### config.mk
export PLATFORM = sky130hd
export DESIGN_NAME = sil_cell
export DESIGN_NICKNAME = d
export VERILOG_FILES = /design/src/rtl/sil_pkg.sv /design/src/rtl/sil_cell.sv
export SDC_FILE = /design/constraint.sdc
export NUM_CORES = 1
export LEC_CHECK = 0
export BUFFER_PORTS_ARGS = -buffer_cell sky130_fd_sc_hd__buf_4
export CORE_MARGIN = 2
export CORE_UTILIZATION = 40
export DETAILED_ROUTE_END_ITERATION = 8
export HOLD_SLACK_MARGIN = 0.06
export PLACE_DENSITY = 0.75
export SYNTH_ARGS = -nofsm -noshare
export SYNTH_HDL_FRONTEND = slang
export SYNTH_SLANG_ARGS = --single-unit
### constraint.sdc
create_clock -name i_clk -period 7.3 [get_ports i_clk]
set_input_delay 1.825 -clock i_clk [delete_from_list [all_inputs] [get_ports i_clk]]
set_output_delay 1.825 -clock i_clk [all_outputs]
set_load 0.02 [all_outputs]
### src/rtl/sil_pkg.sv
// Types and codes shared by the sorted integer list modules.
`timescale 1ns / 1ps
package sil_pkg;

    localparam int VALUE_W  = 32;
    localparam int POS_W    = 6;
    localparam int STATUS_W = 2;
    localparam int COUNT_W  = 7;

    localparam logic REQ_INSERT = 1'b0;
    localparam logic REQ_DELETE = 1'b1;

    localparam logic [STATUS_W-1:0] ST_OK     = 2'd0;
    localparam logic [STATUS_W-1:0] ST_FULL   = 2'd1;
    localparam logic [STATUS_W-1:0] ST_BADPOS = 2'd2;

    typedef logic signed [VALUE_W-1:0] t_value;

    // Broadcast from the top level to every cell.
    typedef struct packed {
        logic                ins;
        logic                del;
        t_value              value;
        logic [POS_W-1:0]    position;
    } t_cell_ctl;

endpackage

### src/rtl/sil_cell.sv
// One cell of the sorted list: holds one entry and shifts with its neighbors.
`timescale 1ns / 1ps
module sil_cell #(
    parameter int IDX = 0
) (
    input  logic               i_clk,
    input  logic               i_rst_n,
    input  sil_pkg::t_cell_ctl i_ctl,
    input  sil_pkg::t_value    i_left_value,
    input  logic               i_left_valid,
    input  logic               i_left_lt,
    input  sil_pkg::t_value    i_right_value,
    input  logic               i_right_valid,
    output sil_pkg::t_value    o_value,
    output logic               o_valid,
    output logic               o_lt,
    output logic               o_boundary,
    output sil_pkg::t_value    o_hit_value
);
    import sil_pkg::*;

    t_value r_value;
    t_value n_value;
    logic   r_valid;
    logic   n_valid;
    logic   pos_hit;
    logic   pos_at_or_below;

    assign o_lt            = r_valid && (r_value < i_ctl.value);
    assign o_boundary      = !o_lt && i_left_lt;
    assign pos_hit         = (32'(i_ctl.position) == IDX);
    assign pos_at_or_below = (32'(i_ctl.position) <= IDX);
    assign o_hit_value     = pos_hit ? r_value : '0;
    assign o_value         = r_value;
    assign o_valid         = r_valid;

    always_comb begin
        n_value = r_value;
        n_valid = r_valid;
        if (i_ctl.ins && !o_lt) begin
            n_value = i_left_lt ? i_ctl.value : i_left_value;
            n_valid = i_left_valid;
        end else if (i_ctl.del && pos_at_or_below) begin
            n_value = i_right_value;
            n_valid = i_right_valid;
        end
    end

    always_ff @(posedge i_clk) begin
        r_value <= n_value;
    end

    always_ff @(posedge i_clk) begin
        if (!i_rst_n) begin
            r_valid <= 1'b0;
        end else begin
            r_valid <= n_valid;
        end
    end

endmodule

==> reports/metrics.csv <==
stage,metric,value,unit
status,status,completed,
yosys,synth.cells.most_frequent,"mux2_2, and2_1, inv_1",
clock_tree,h-tree-depth,2,
placed_design,dp_slack,1.65,ns
timing,hold_slack,0.738,ns
grt,gr-total-overflow,0,
grt,grt_pass1_vias,2839,
timing,setup_viol,0,
clock_tree,ctsHoldBuffers,0,
placed_design,placedCellCount,533,
worst_hold_path,hold_class,reg2reg,
yosys,yosysMostFrequentCell,mux2_2,
yosys,yosys_warnings,0,
die,fp.coreArea,7210,um2
yosys,netlist_top_cells_area,"edfxtp_1, mux2_4, mux2_2",
die,dieArea,8150,um2
setup_path,startpoint_type,input pin,
detailed_routing,wirelength,8170,um
layout,final_cells,541,
setup_path,end_kind,primary output,
detailed_routing,drt-initial-drc-count,74,
grt,grt_pass1_wl,13300,um
timing,max_slew_margin,0.457,
grt,track_usage,0.202,
pwr,p_switching,0.188,mW
yosys,synth_edf_count,32,
pwr,p_leak,2.26,nW
job,max-cap-violations,0,
placed_design,io_buffer_count,175,
setup_path,worstPathArrival,3.80,ns
yosys,synth_cell_type_count,33,
yosys,syn-num-nets,406,
yosys,synthFlopType,edfxtp_1,
pwr,switching_share,0.305,
die,die_x,90.3,um
clock_tree,cts_buffer_depth,2,
timing,finalSetupTns,0,ns
timing,clock_skew,0.00698,ns
layout,antennaDiodeCount,0,
clock_tree,clkTransAtPathRegs,0.06,ns
layout,fin_nets,581,
pwr,peakVddDrop,0.0000665,V
die,start_util,0.413,
clock_tree,cts_made_buffers,5,
die,die_h,90.3,um
yosys,async_flop_share,0,
pwr,combinationalPowerShare,0.380,
layout,layout-drive-gt1-share,0.575,
pwr,p_clk_frac,0.217,
clock_tree,post_cts_buffers,0,
die,rows,31,
pwr,internal-power,0.430,mW
pwr,seqPwrFrac,0.403,
detailed_routing,num_vias,2706,
yosys,synth.top_cell.area_share,0.323,
placed_design,hpwl,6550,um
yosys,synth_area_leader_cell,edfxtp_1,
yosys,avgSynthCellArea,11.2,um2
layout,syn_to_final_growth,49.9,%
timing,fin_crit_sh,0.770,
setup_path,crit_type,in2out,
yosys,ys_seq_area_frac,0.329,
die,io_pins,176,
detailed_routing,drcViolationCount,0,
timing,slew_viol_final,0,
pwr,powerDensity,138,nW/um2
detailed_routing,drt_pass1_iterations,4,
detailed_routing,wl_per_cell,15.1,um
timing,fin_crit,5.62,ns
yosys,synthesis.area,2980,um2
timing,fin_ws,1.68,ns
detailed_routing,post_drt_via_cell_ratio,5.00,
timing,clock.fmax,178,MHz
clock_tree,clock_sinks,33,
clock_tree,cts_resized,0,
grt,grt_max_degree,34,
timing,hold_violations,0,
yosys,ys_ff_latch,33,
yosys,syn_inst,266,
grt,antenna_found_initial,0,
placed_design,globalplace.congestion,0.757,
setup_path,required,5.48,ns
timing,rsz0062_at_grt,false,
clock_tree,cts_tree,done,
detailed_routing,ant_nets,0,
clock_tree,clock_latency,0.28,ns
setup_path,cp_max_fo,3,
timing,worstMarginPinSlew,0.810,ns
clock_tree,cts-root-buf,clkbuf_8,
[power groups by stage]
stage               logic (mW)  registers (mW)  clock network [mW]
CTS                      0.237           0.250               0.138
global route             0.255           0.253               0.146
detailed placement       0.236           0.254                   0
finish                   0.235           0.249               0.134
floorplan                0.115           0.272                   0
global placement         0.231           0.253                   0
[area by class of cell]
| class | count | area (um2) |
|---|---|---|
| Clock buffer | 6 | 72.6 |
| Sequential cell | 33 | 981 |
| Tap cell | 99 | 124 |
| Clock inverter | 2 | 10.0 |
| Timing Repair Buffer | 178 | 1340 |
| Multi-Input combinational cell | 190 | 1820 |
| Inverter | 33 | 124 |
| Fill cell | 649 | 2750 |
[cells by family after synthesis]
family                     share of synthesized area
AOI/OAI and AO/OA                             0.0668
adders and majority gates                      0.130
buffers and inverters                         0.0617
DFF                                            0.329
muxes                                          0.281
and+or+nand+nor                                0.131
[critical path, cell delays in order]
cell	delay, ns
buf_4	0.08
inv_1	0.03
ha_1	0.32
nand4_1	0.19
nor4_4	0.34
a221oi_1	0.16
and2_1	0.22
or2_2	0.30
and3_1	0.18
buf_4	0.15
[path summary, 6_finish.rpt]
check	cells past startpoint	slack [ns]	start	end
setup reg to reg	8	4.11	o_value[17]	o_value[2]
hold reg to reg	4	0.74	o_valid	o_valid
hold / removal	4	0.74	o_valid	o_valid
setup / recovery	10	1.68	i_ctl[33]	o_boundary
[layout by cell type, fill, tap and decap left out, types with 2 or more instances in the layout]
cell,count
a221oi_1,3
clkbuf_8,5
mux2_2,36
edfxtp_1,32
o21ai_0,4
nand2_1,13
buf_4,178
nand4_1,2
ha_1,31
nand2b_1,2
a21oi_1,12
and2_1,35
a21o_1,2
inv_1,33
mux2_4,28
nor2_1,3
nand3_1,3
clkinv_2,2
[state kept, by name, indices dropped and copies added, names as in the netlist]
| register | cells |
|---|---|
| o_value | 32 |
| o_valid | 1 |
[per-layer routing]
metal / vias up / share of wire / GRT usage
met5: - / 0 / 0
li1: 1307 / - / -
met2: 120 / 0.52 / 0.379
met4: 0 / 0.011 / 0.0436
met3: 10 / 0.081 / 0.0568
met1: 1269 / 0.38 / 0.225
[through the flow]
stage          utilization  power [mW]  instance area (um2)
6_report             0.619       0.618                 4470
2_1_floorplan            -       0.387                 2980
4_1_cts              0.619       0.625                 4470
3_3_place_gp         0.608       0.484                 4380
5_1_grt              0.619       0.654                 4470
3_5_place_dp         0.608       0.490                 4380
No activity file was read; power rests on OpenSTA's default activity.
